### config.mk
export PLATFORM = sky130hd
export DESIGN_NAME = pixel_format_converter_unit
export DESIGN_NICKNAME = d
export VERILOG_FILES = /design/src/pfc_pkg.sv /design/src/pfc_cfg_regs.sv /design/src/pfc_decode.sv /design/src/pfc_encode.sv /design/src/pixel_format_converter_unit.sv
export SDC_FILE = /design/constraint.sdc
export NUM_CORES = 1
export LEC_CHECK = 0
export BUFFER_PORTS_ARGS = -buffer_cell sky130_fd_sc_hd__buf_2
export CAP_MARGIN = 20
export CORE_ASPECT_RATIO = 0.9
export CORE_MARGIN = 10
export CORE_UTILIZATION = 55
export CTS_CLUSTER_DIAMETER = 200
export DETAILED_ROUTE_END_ITERATION = 6
export GPL_TIMING_DRIVEN = 0
export HOLD_SLACK_MARGIN = 0.02
export PLACE_DENSITY_LB_ADDON = 0.12
export SYNTH_ARGS = -nofsm -noshare
export SYNTH_HDL_FRONTEND = slang
export SYNTH_HIERARCHICAL = 1
export SYNTH_SLANG_ARGS = --single-unit
### constraint.sdc
create_clock -name i_clk -period 9.1 [get_ports i_clk]
set_clock_uncertainty 0.1 [all_clocks]
set_input_delay 0.455 -clock i_clk [delete_from_list [all_inputs] [get_ports i_clk]]
set_output_delay 0.455 -clock i_clk [all_outputs]
set_load 0.01 [all_outputs]
### src/pfc_pkg.sv
// Shared types and constants for the pixel format converter.
// Holds the format codes, register map, payload structs and channel widening helpers.
// No dependencies.
package pfc_pkg;

    // Pixel format codes (code seven behaves as ARGB8888)
    localparam logic [2:0] FMT_RGB24    = 3'd0;
    localparam logic [2:0] FMT_ARGB8888 = 3'd1;
    localparam logic [2:0] FMT_RGBA8888 = 3'd2;
    localparam logic [2:0] FMT_RGB565   = 3'd3;
    localparam logic [2:0] FMT_ARGB1555 = 3'd4;
    localparam logic [2:0] FMT_RGBA4444 = 3'd5;
    localparam logic [2:0] FMT_GRAY8    = 3'd6;

    // Register map, indexed by paddr[3:2]
    localparam int unsigned APB_ADDR_W = 4;
    localparam logic [1:0] REG_SOURCE_FORMAT = 2'd0;
    localparam logic [1:0] REG_TARGET_FORMAT = 2'd1;
    localparam logic [1:0] REG_EXPAND_MODE   = 2'd2;

    localparam logic [2:0] SOURCE_FORMAT_RESET = FMT_ARGB8888;
    localparam logic [2:0] TARGET_FORMAT_RESET = FMT_ARGB8888;
    localparam logic       EXPAND_MODE_RESET   = 1'b0;

    localparam logic EXPAND_ZERO_FILL = 1'b0;
    localparam logic EXPAND_SCALE     = 1'b1;

    // Luma weights in Q16
    localparam logic [15:0] GRAY_R_WEIGHT = 16'd19595;
    localparam logic [15:0] GRAY_G_WEIGHT = 16'd38470;
    localparam logic [15:0] GRAY_B_WEIGHT = 16'd7471;

    typedef struct packed {
        logic [31:0] pixel_in;
        logic        run_end_in;
    } t_pfc_in;

    typedef struct packed {
        logic [31:0] pixel_out;
        logic        run_end_out;
    } t_pfc_out;

    typedef struct packed {
        logic [2:0] source_format;
        logic [2:0] target_format;
        logic       expand_mode;
    } t_pfc_cfg;

    typedef struct packed {
        logic [7:0] a;
        logic [7:0] r;
        logic [7:0] g;
        logic [7:0] b;
    } t_pfc_argb;

    // floor(x * 255 / 31) for a 5-bit channel
    localparam logic [7:0] SCALE5 [32] = '{
        8'd0,   8'd8,   8'd16,  8'd24,  8'd32,  8'd41,  8'd49,  8'd57,
        8'd65,  8'd74,  8'd82,  8'd90,  8'd98,  8'd106, 8'd115, 8'd123,
        8'd131, 8'd139, 8'd148, 8'd156, 8'd164, 8'd172, 8'd180, 8'd189,
        8'd197, 8'd205, 8'd213, 8'd222, 8'd230, 8'd238, 8'd246, 8'd255
    };

    function automatic logic [7:0] widen5(input logic [4:0] x, input logic mode);
        return (mode == EXPAND_SCALE) ? SCALE5[x] : {x, 3'b000};
    endfunction

    // floor(x * 255 / 63) = 4x + floor(x / 21), the second term by comparison
    function automatic logic [7:0] widen6(input logic [5:0] x, input logic mode);
        logic [1:0] frac;
        frac = (x >= 6'd63) ? 2'd3 : (x >= 6'd42) ? 2'd2 : (x >= 6'd21) ? 2'd1 : 2'd0;
        return (mode == EXPAND_SCALE) ? ({x, 2'b00} + {6'd0, frac}) : {x, 2'b00};
    endfunction

    // x * 255 / 15 is exactly x * 17, i.e. the nibble repeated
    function automatic logic [7:0] widen4(input logic [3:0] x, input logic mode);
        return (mode == EXPAND_SCALE) ? {x, x} : {x, 4'b0000};
    endfunction

endpackage

### src/pfc_cfg_regs.sv
// Configuration register file of the pixel format converter, on an APB-style port.
// Depends on pfc_pkg for the register map and reset values.
module pfc_cfg_regs (
    input  logic                            i_clk,
    input  logic                            i_rst_n,
    input  logic                            psel,
    input  logic                            penable,
    input  logic                            pwrite,
    input  logic [pfc_pkg::APB_ADDR_W-1:0]  paddr,
    input  logic [31:0]                     pwdata,
    output logic [31:0]                     prdata,
    output logic                            pready,
    output pfc_pkg::t_pfc_cfg               o_cfg
);
    import pfc_pkg::*;

    logic [2:0] r_source_format;
    logic [2:0] r_target_format;
    logic       r_expand_mode;
    logic       wr_en;
    logic [1:0] reg_idx;

    assign pready  = 1'b1;
    assign reg_idx = paddr[3:2];
    assign wr_en   = psel & penable & pwrite & pready;

    always_ff @(posedge i_clk) begin
        if (!i_rst_n) begin
            r_source_format <= SOURCE_FORMAT_RESET;
            r_target_format <= TARGET_FORMAT_RESET;
            r_expand_mode   <= EXPAND_MODE_RESET;
        end else if (wr_en) begin
            case (reg_idx)
                REG_SOURCE_FORMAT: r_source_format <= pwdata[2:0];
                REG_TARGET_FORMAT: r_target_format <= pwdata[2:0];
                REG_EXPAND_MODE:   r_expand_mode   <= pwdata[0];
                default: ;
            endcase
        end
    end

    always_comb begin
        case (reg_idx)
            REG_SOURCE_FORMAT: prdata = {29'd0, r_source_format};
            REG_TARGET_FORMAT: prdata = {29'd0, r_target_format};
            REG_EXPAND_MODE:   prdata = {31'd0, r_expand_mode};
            default:           prdata = 32'd0;
        endcase
    end

    assign o_cfg = '{source_format: r_source_format,
                     target_format: r_target_format,
                     expand_mode:   r_expand_mode};

endmodule

### src/pfc_decode.sv
// Source side of the pixel format converter: unpacks a pixel into A, R, G, B bytes.
// Depends on pfc_pkg for format codes and the widening helpers.
module pfc_decode (
    input  logic [31:0]           i_pixel,
    input  logic [2:0]            i_source_format,
    input  logic                  i_expand_mode,
    output pfc_pkg::t_pfc_argb    o_argb
);
    import pfc_pkg::*;

    always_comb begin
        case (i_source_format)
            FMT_RGB24: begin
                o_argb = '{a: 8'hFF, r: i_pixel[7:0], g: i_pixel[15:8], b: i_pixel[23:16]};
            end
            FMT_RGBA8888: begin
                o_argb = '{a: i_pixel[31:24], r: i_pixel[7:0],
                           g: i_pixel[15:8],  b: i_pixel[23:16]};
            end
            FMT_RGB565: begin
                o_argb = '{a: 8'hFF,
                           r: widen5(i_pixel[15:11], i_expand_mode),
                           g: widen6(i_pixel[10:5],  i_expand_mode),
                           b: widen5(i_pixel[4:0],   i_expand_mode)};
            end
            FMT_ARGB1555: begin
                // A single alpha bit always opens to fully opaque or fully clear.
                o_argb = '{a: {8{i_pixel[15]}},
                           r: widen5(i_pixel[14:10], i_expand_mode),
                           g: widen5(i_pixel[9:5],   i_expand_mode),
                           b: widen5(i_pixel[4:0],   i_expand_mode)};
            end
            FMT_RGBA4444: begin
                o_argb = '{a: widen4(i_pixel[3:0],   i_expand_mode),
                           r: widen4(i_pixel[15:12], i_expand_mode),
                           g: widen4(i_pixel[11:8],  i_expand_mode),
                           b: widen4(i_pixel[7:4],   i_expand_mode)};
            end
            FMT_GRAY8: begin
                o_argb = '{a: 8'hFF, r: i_pixel[7:0], g: i_pixel[7:0], b: i_pixel[7:0]};
            end
            default: begin
                o_argb = '{a: i_pixel[7:0],   r: i_pixel[15:8],
                           g: i_pixel[23:16], b: i_pixel[31:24]};
            end
        endcase
    end

endmodule

### src/pfc_encode.sv
// Destination side of the pixel format converter: packs A, R, G, B bytes into a pixel.
// Depends on pfc_pkg for format codes and the luma weights.
module pfc_encode (
    input  pfc_pkg::t_pfc_argb    i_argb,
    input  logic [2:0]            i_target_format,
    output logic [31:0]           o_pixel
);
    import pfc_pkg::*;

    logic [23:0] gray_r;
    logic [23:0] gray_g;
    logic [23:0] gray_b;
    logic [25:0] gray_sum;

    // The weights add up to 65536, so the sum stays below 2^24.
    assign gray_r   = 24'(i_argb.r) * 24'(GRAY_R_WEIGHT);
    assign gray_g   = 24'(i_argb.g) * 24'(GRAY_G_WEIGHT);
    assign gray_b   = 24'(i_argb.b) * 24'(GRAY_B_WEIGHT);
    assign gray_sum = 26'(gray_r) + 26'(gray_g) + 26'(gray_b);

    always_comb begin
        case (i_target_format)
            FMT_RGB24: begin
                o_pixel = {8'd0, i_argb.b, i_argb.g, i_argb.r};
            end
            FMT_RGBA8888: begin
                o_pixel = {i_argb.a, i_argb.b, i_argb.g, i_argb.r};
            end
            FMT_RGB565: begin
                o_pixel = {16'd0, i_argb.r[7:3], i_argb.g[7:2], i_argb.b[7:3]};
            end
            FMT_ARGB1555: begin
                o_pixel = {16'd0, i_argb.a[7], i_argb.r[7:3], i_argb.g[7:3], i_argb.b[7:3]};
            end
            FMT_RGBA4444: begin
                o_pixel = {16'd0, i_argb.r[7:4], i_argb.g[7:4], i_argb.b[7:4], i_argb.a[7:4]};
            end
            FMT_GRAY8: begin
                o_pixel = {24'd0, gray_sum[23:16]};
            end
            default: begin
                o_pixel = {i_argb.b, i_argb.g, i_argb.r, i_argb.a};
            end
        endcase
    end

endmodule

### src/pixel_format_converter_unit.sv
// Top level of the pixel format converter: request pipeline and result register.
// Depends on pfc_pkg, pfc_cfg_regs, pfc_decode and pfc_encode.
//
// The converter takes one pixel request in every clock cycle unless its input
// stall is raised, and hands back one converted pixel for each, in order, with
// run_end copied alongside. An accepted request is held in the input register,
// passes through the decode and encode logic and lands in the result register,
// from which it is offered. The single combinational path between the two
// registers has as its longest leg the three constant multiplications of the
// gray encoder. Both stages advance together unless the result register is
// full and stalled; the input stall then rises only while the input register
// is also occupied, so a waiting result never holds back the request behind
// it. Source format, target format and expand mode are written over the
// APB-style port (byte addresses 0, 4 and 8) and must only be changed while no
// request is in flight.
module pixel_format_converter_unit (
    input  logic                            i_clk,
    input  logic                            i_rst_n,

    input  logic                            i_in_valid,
    output logic                            o_in_stall,
    input  pfc_pkg::t_pfc_in                i_in_data,

    output logic                            o_out_valid,
    input  logic                            i_out_stall,
    output pfc_pkg::t_pfc_out               o_out_data,

    input  logic                            psel,
    input  logic                            penable,
    input  logic                            pwrite,
    input  logic [pfc_pkg::APB_ADDR_W-1:0]  paddr,
    input  logic [31:0]                     pwdata,
    output logic [31:0]                     prdata,
    output logic                            pready
);
    import pfc_pkg::*;

    t_pfc_cfg   cfg;
    t_pfc_argb  argb;
    logic [31:0] enc_pixel;

    logic       r_in_valid;
    t_pfc_in    r_in_data;
    logic       r_out_valid;
    t_pfc_out   r_out_data;

    logic       out_free;
    logic       in_take;

    pfc_cfg_regs u_cfg (
        .i_clk   (i_clk),
        .i_rst_n (i_rst_n),
        .psel    (psel),
        .penable (penable),
        .pwrite  (pwrite),
        .paddr   (paddr),
        .pwdata  (pwdata),
        .prdata  (prdata),
        .pready  (pready),
        .o_cfg   (cfg)
    );

    // The result register can take a new value when empty or being drained.
    assign out_free   = !r_out_valid || !i_out_stall;
    // The input register can take a request when empty or when it moves on.
    assign o_in_stall = r_in_valid && !out_free;
    assign in_take    = i_in_valid && !o_in_stall;

    always_ff @(posedge i_clk) begin
        if (!i_rst_n) begin
            r_in_valid <= 1'b0;
        end else if (in_take) begin
            r_in_valid <= 1'b1;
        end else if (out_free) begin
            r_in_valid <= 1'b0;
        end
    end

    always_ff @(posedge i_clk) begin
        if (in_take) begin
            r_in_data <= i_in_data;
        end
    end

    pfc_decode u_decode (
        .i_pixel         (r_in_data.pixel_in),
        .i_source_format (cfg.source_format),
        .i_expand_mode   (cfg.expand_mode),
        .o_argb          (argb)
    );

    pfc_encode u_encode (
        .i_argb          (argb),
        .i_target_format (cfg.target_format),
        .o_pixel         (enc_pixel)
    );

    always_ff @(posedge i_clk) begin
        if (!i_rst_n) begin
            r_out_valid <= 1'b0;
        end else if (out_free) begin
            r_out_valid <= r_in_valid;
        end
    end

    always_ff @(posedge i_clk) begin
        if (out_free && r_in_valid) begin
            r_out_data <= '{pixel_out: enc_pixel, run_end_out: r_in_data.run_end_in};
        end
    end

    assign o_out_valid = r_out_valid;
    assign o_out_data  = r_out_data;

endmodule
==> impl_metrics.tcl, run 1 <==
set metrics [dict create \
    drt_iter0_markers 1178 \
    seq_area_mm2 0.00217 \
    grt_pass1_wl_um 52100 \
    synth-seq-cells 75 \
    regToRegStartpoint "u_cfg/r_source_format[0]" \
    avgRoutedWirePerCell_um 20.4 \
    die_w_um 171 \
    routed.top_layer "met4" \
    period_needed_ns 8.87 \
    antenna_found_initial 0 \
    post-route-util_pct 65.3 \
    fin_nets 1722 \
    nFillCells 1633 \
    maxCapViolCount 0 \
    dp.cells 1588 \
    drtAntennaViolNets 0 \
    post-route-period-util_pct 97.5 \
    num_rows 49 \
    async_reset_ff_share_pct 0 \
    worstSetupEndpointType "register" \
    cts-buffers-inserted 9 \
    place.gp.congestion 1.01 \
    grt_use_total_pct 25.1 \
    syn_area_mm2 0.0112 \
    slew-limit-headroom_pct 14.8 \
    area_delta_synth_final_pct 16.5 \
    wl_met1_um 13800 \
    cts_tree "done" \
    multi_input_area_mm2 0.00820 \
    cp_top_family "adder cells" \
    r2r_slack_ns 0.23 \
    cts.path.max_buffers 2 \
    setup_tns_ns 0 \
    grt_max_degree 34 \
    status "completed" \
    cp-start-kind "register" \
    final_hold_viol_count 0 \
    worstSkewPairLatency_ns 0.35 \
    core-area_mm2 0.0200 \
    worstRegToRegCells 33 \
    arrival_ns 8.86 \
    hold_end "r_in_data[26]" \
    netlist_instances 1214 \
    slew_viol_final 0 \
    cts.sinks 75 \
    worst_hold_path.num_cells 1 \
    synth_edf_count 66 \
    max_freq_mhz 113 \
    ys.flop_type "edfxtp_1" \
    wl_met3_um 3300 \
    routed_wl_um 33400 \
    dieArea_mm2 0.0266 \
    port-buffer-count 81 \
    worstReg2RegEnd "o_out_data[7]" \
    cpMostUsedCell "ha_1" \
    clk_pin_slew_ns 0.07 \
    worstMarginPinSlew_ns 1.28 \
    max_stage_delay_ns 0.51 \
    instances_no_fill 1632 \
    ys_seq_area_share_pct 19.2 \
    io_pins 144 \
    required_ns 9.09 \
    die_h_um 156 \
    wl_met2_um 15000 \
    route.detailed.drc 0 \
    ys_warn_count 6 \
    slowest_stage "fa_1" \
    syn_area_per_cell_um2 9.26 \
    vias_per_cell 5.80 \
    vias 9464 \
    htreeDepth 3 \
    cp_num_buf_inv 5 \
    grt_pass1_vias 9364 \
    grt-ovfl-total 0 \
    num_antenna_cells 0 \
    critPathKind "reg2reg" \
    yosys.cell_types.count 87 \
    hold_class "in2reg" \
    drt_pass1_iterations 6 \
    hpwl_um 26500 \
    cts_root_buffer "clkbuf_16" \
    drive_above_1_share_pct 19.6 \
    min_from "i_in_data[26]" \
    setup_viol 0 \
    start_util_pct 56.1 \
    path_max_fanout 10 \
]
cell families after synthesis:
logic type / after synthesis / synth area share (%)
muxes: 16 / 1.46
DFF: 75 / 19.2
and+or+nand+nor: 240 / 10.7
AOI/OAI and AO/OA: 283 / 16.6
adders and majority gates: 275 / 38.5
other: 2 / 0.0668
xor gates and xnor gates: 22 / 1.85
buffers and inverters: 301 / 11.6
state kept, by name, indices dropped and copies added, names as in the netlist:
signal                 cells
u_cfg/r_source_format      3
o_out_data                33
o_out_valid                1
u_cfg/r_expand_mode        1
r_in_valid                 1
u_cfg/r_target_format      3
r_in_data                 33
placed cells by master, fill, tap and decap left out, drive strengths merged, types with 10 or more instances in the layout:
cell type  instances
a211oi            14
a21o              10
a21oi             72
buf              172
clkbuf            36
conb              30
edfxtp            66
fa               118
ha               156
inv              225
mux2i             13
nand2             85
nand2b            13
nand3             19
nor2              59
nor2b             12
nor3              17
o21a              12
o21ai             72
o221ai            16
o22ai             18
xnor2             16
final cells by class:
cell class                      count  area share, %
Buffer                             79           3.88
Clock buffer                        9           1.72
Clock inverter                      7          0.439
Inverter                          221           6.36
Multi-Input combinational cell    866           62.6
Sequential cell                    75           16.6
Tap cell                          255           2.44
Timing Repair Buffer              120           5.96
synth_stat cells (4+ instances only):
cell type / number / area share (%)
nor2b_1: 12 / 0.67
a221oi_1: 7 / 0.55
o21a_1: 12 / 0.80
ha_1: 156 / 17
edfxtp_1: 66 / 18
dfxtp_1: 9 / 1.6
clkbuf_1: 26 / 0.87
buf_4: 37 / 2.5
nand2_1: 84 / 2.8
and3_1: 7 / 0.39
nor3_1: 15 / 0.67
buf_2: 15 / 0.67
a21oi_1: 72 / 3.2
or2_2: 5 / 0.28
or3_1: 4 / 0.22
o211ai_1: 7 / 0.47
o22ai_1: 17 / 0.95
a211oi_1: 12 / 0.80
o31ai_1: 7 / 0.47
nor2_1: 57 / 1.9
a21o_1: 9 / 0.60
mux2i_1: 13 / 1.2
a31oi_1: 4 / 0.22
a22o_1: 5 / 0.39
inv_1: 220 / 7.3
xnor2_1: 16 / 1.2
a21boi_0: 4 / 0.27
o21ai_1: 4 / 0.18
fa_1: 118 / 21
o21ai_0: 66 / 2.9
xor2_1: 5 / 0.39
nand2b_1: 11 / 0.61
nand3_1: 17 / 0.76
o221ai_1: 16 / 1.2
a22oi_1: 5 / 0.33
layer usage:
layer	vias up	track usage, %
met5	-	0
met4	0	9.72
met3	89	4.43
li1	4408	-
met1	4474	33.8
met2	493	39.6
how the worst max path moves through the flow:
stage               endpoint                startpoint  slack (ns)  cells past startpoint
6_report       o_out_data[7]  u_cfg/r_source_format[0]        0.23                     33
3_5_place_dp   o_out_data[8]  u_cfg/r_source_format[0]       -1.02                     31
2_1_floorplan  o_out_data[5]  u_cfg/r_source_format[0]        0.54                     32
5_1_grt        o_out_data[7]              r_in_data[6]       -0.03                     34
3_3_place_gp   o_out_data[8]  u_cfg/r_source_format[1]       -1.37                     30
4_1_cts        o_out_data[7]  u_cfg/r_source_format[1]       0.002                     34
what timing repair did:
item                                    CTS  global route
pin swaps                                 5            17
endpoints found under the setup margin    8             8
buffers inserted                          9            18
hold buffers                              0             0
resized for setup                        25            63
stage by stage:
step | worst slack, ns | instance area (µm²) | hold slack [ns]
6_report | 0.231 | 13100 | 0.176
5_1_grt | -0.0257 | 13100 | 0.173
4_1_cts | 0.00224 | 12700 | 0.167
2_1_floorplan | 0.544 | 11300 | 0.300
3_3_place_gp | -1.37 | 12100 | 0.303
3_5_place_dp | -1.02 | 12200 | 0.325
Power of run 1 is left out: the tool's default activity adds up to more than one toggle a clock period on the data nets, which glitch-free logic cannot reach.
==> run 2: changes to the inputs <==
--- a/config.mk
+++ b/config.mk
@@ -11,11 +11,11 @@
 export CORE_MARGIN = 10
 export CORE_UTILIZATION = 55
 export CTS_CLUSTER_DIAMETER = 200
+export CTS_CLUSTER_SIZE = 40
 export DETAILED_ROUTE_END_ITERATION = 6
 export GPL_TIMING_DRIVEN = 0
 export HOLD_SLACK_MARGIN = 0.02
 export PLACE_DENSITY_LB_ADDON = 0.12
 export SYNTH_ARGS = -nofsm -noshare
 export SYNTH_HDL_FRONTEND = slang
-export SYNTH_HIERARCHICAL = 1
 export SYNTH_SLANG_ARGS = --single-unit
==> run 2 against run 1 <==
Die area rose by 1.6%. Wire length is 2.1% higher. Core utilization up 0.86 points. First-iteration DRC count rose by 2.0%. Setup slack better by 0.067 ns. Flip-flop and latch count stayed put. Register-to-register slack improved by 0.07 ns. Clock-buffer cell count unchanged. Via count increased by 3.3%. Non-clock buffer count grew 22. Global-route usage decreased by 0.095 points. Cell count rose by 4.3%.
==> impl_metrics.tcl, run 2 <==
set metrics [dict create \
    worstMarginPinSlew_ns 1.18 \
    path_max_fanout 10 \
    syn_area_per_cell_um2 9.00 \
    fin_area_mm2 0.0134 \
    required_ns 9.05 \
    seq_power_share_pct 7.2 \
    final_common_cell "inv_1" \
    max_stage_delay_ns 0.53 \
    async_reset_ff_share_pct 0 \
    drive_above_1_share_pct 19.8 \
    seq_area_mm2 0.00217 \
    power_density_mw_per_mm2 425 \
    slew-limit-headroom_pct 20.6 \
    arrival_ns 8.76 \
    setup_tns_ns 0 \
    die_h_um 157 \
    power_frac_clock_pct 7.1 \
    nFillCells 1702 \
    route.detailed.drc 0 \
    io_pins 144 \
    dp.cells 1642 \
    synth_edf_count 66 \
    place.gp.congestion 0.991 \
    place_area_mm2 0.0124 \
    worstRegToRegCells 40 \
    whs_ns 0.174 \
    p_int_mw 2.77 \
    core-area_mm2 0.0202 \
    synth-seq-cells 75 \
    netlist_instances 1272 \
    routed_wl_um 34100 \
    cts_root_buffer "clkbuf_16" \
    power_frac_comb_pct 85.7 \
    maxCapViolCount 0 \
    vias_per_cell 5.75 \
    setup_viol 0 \
    die_w_um 172 \
    worstSkewPairLatency_ns 0.35 \
    p_switching_mw 2.92 \
    ys.flop_type "edfxtp_1" \
    ys_warn_count 0 \
    p_total_mw 5.70 \
    fin_nets 1791 \
    port-buffer-count 80 \
    instances_no_fill 1702 \
    clk_pin_slew_ns 0.07 \
    cts_tree "done" \
    drtAntennaViolNets 0 \
    critPathKind "reg2reg" \
    yosysMostFrequentCell "inv_1" \
    start_util_pct 56.6 \
    syn_area_mm2 0.0114 \
    worst_hold_path.num_cells 1 \
    worst_slack_ns 0.298 \
    status "completed" \
    grt_pass1_vias 9664 \
    post-route-util_pct 66.2 \
    synth.top_cells.by_area "fa_1 21%, edfxtp_1 17%, ha_1 17%" \
    drt_pass1_iterations 5 \
    max_freq_mhz 114 \
    hpwl_um 26800 \
    synth_top_area_share_pct 20.6 \
    synth_top_area_cell "fa_1" \
    yosys-top-cells-count "258 x inv_1, 155 x ha_1, 118 x fa_1, 75 x nand2_1, 73 x a21oi_1" \
    area_delta_synth_final_pct 17.0 \
    multi_input_area_mm2 0.00813 \
    cpMostUsedCell "fa_1" \
    cp-start-kind "register" \
    peakVddDrop_mv 0.520 \
    slew_viol_final 0 \
    hold_class "in2reg" \
    switching_share_pct 51.3 \
    cts.path.max_buffers 2 \
    avgRoutedWirePerCell_um 20.0 \
    period_needed_ns 8.80 \
    htreeDepth 3 \
    grt_use_total_pct 25.0 \
    dieArea_mm2 0.0270 \
    ctsHoldBuffers 0 \
    vias 9780 \
    grt_pass1_wl_um 52400 \
    slowest_stage "fa_1" \
    p_leak_nw 6.51 \
    yosys.cell_types.count 77 \
    num_antenna_cells 0 \
    worstSetupEndpointType "register" \
    cts.sinks 75 \
    pre_cts_ws_ns -1.37 \
    cts-buffers-inserted 9 \
    final_cell_mix "249 x inv_1, 149 x ha_1, 117 x fa_1" \
    drt_iter0_markers 1202 \
    grt-ovfl-total 0 \
    final_hold_viol_count 0 \
    ys_seq_area_share_pct 18.9 \
    num_rows 49 \
    antenna_found_initial 0 \
    post-route-period-util_pct 96.7 \
    grt_max_degree 34 \
]
==> run 2: changes by cell type after synthesis, sizes merged, moves of 5 or more <==
cell / before / now
inv: 221 / 258
nor2: 59 / 72
clkbuf: 26 / 34
o31a: 0 / 5
o21ai: 72 / 64
o22ai: 18 / 25
o221ai: 16 / 8
mux2i: 13 / 23
nand2: 85 / 75
==> run 2: power groups by stage <==
stage / Clock, mW / Combinational (mW) / Sequential [mW]
2_1_floorplan: 0 / 3.44 / 0.417
3_3_place_gp: 0 / 4.38 / 0.415
3_5_place_dp: 0 / 4.49 / 0.414
4_1_cts: 0.409 / 4.61 / 0.407
5_1_grt: 0.423 / 5.64 / 0.410
6_report: 0.406 / 4.88 / 0.408
==> run 2: kinds of logic (layout without fill, tap and decap cells) <==
family	Yosys count	in the layout	synth area share (%)
compound gates	281	281	16.2
mux	27	27	2.41
buf+inv	350	497	12.8
flops	75	75	18.9
fa+ha+maj	274	274	37.7
other cells	2	30	0.0656
simple gates	245	245	10.5
xor+xnor	18	18	1.38
==> run 2: what timing repair did <==
action	in CTS	in global routing
pin swaps	8	15
endpoints found under the hold margin	0	0
buffers inserted	15	31
setup endpoints to repair	8	7
gates resized for setup	49	60
cloned	0	1
==> run 2: layout make-up <==
cell class                      instances  area share, %
Multi-Input combinational cell        875           60.7
Sequential cell                        75           16.2
Inverter                              260           7.43
Timing Repair Buffer                  134           6.48
Buffer                                 87           4.33
Tap cell                              255           2.38
Clock buffer                            9           1.68
Clock inverter                          7          0.785
==> run 2: critical path: cells and delay by family, from the launching register on <==
kind / cells / cell delay [ns]
adders and majority gates: 9 / 3.65
AOI/OAI and AO/OA: 12 / 1.79
buffers and inverters: 10 / 1.12
and+or+nand+nor: 7 / 1.10
DFF: 1 / 0.45
xor gates and xnor gates: 2 / 0.29
==> run 2: routing by layer <==
layer	part of all wire, %	vias up	wire length, µm	track usage [%]
li1	-	4564	-	-
met1	42	4635	14400	33.0
met2	46	488	15600	39.8
met3	7.9	93	2700	4.33
met4	4.1	0	1390	10.6
met5	0	-	0	0
==> run 2: path summary, 6_finish.rpt <==
check               start             to  slack, ns
min          i_in_data[0]   r_in_data[0]       0.17
max reg2reg  r_in_data[8]  o_out_data[5]       0.30
min reg2reg  r_in_data[0]  o_out_data[0]       0.35
max          r_in_data[8]  o_out_data[5]       0.30
Power figures use the tool's default switching activity.
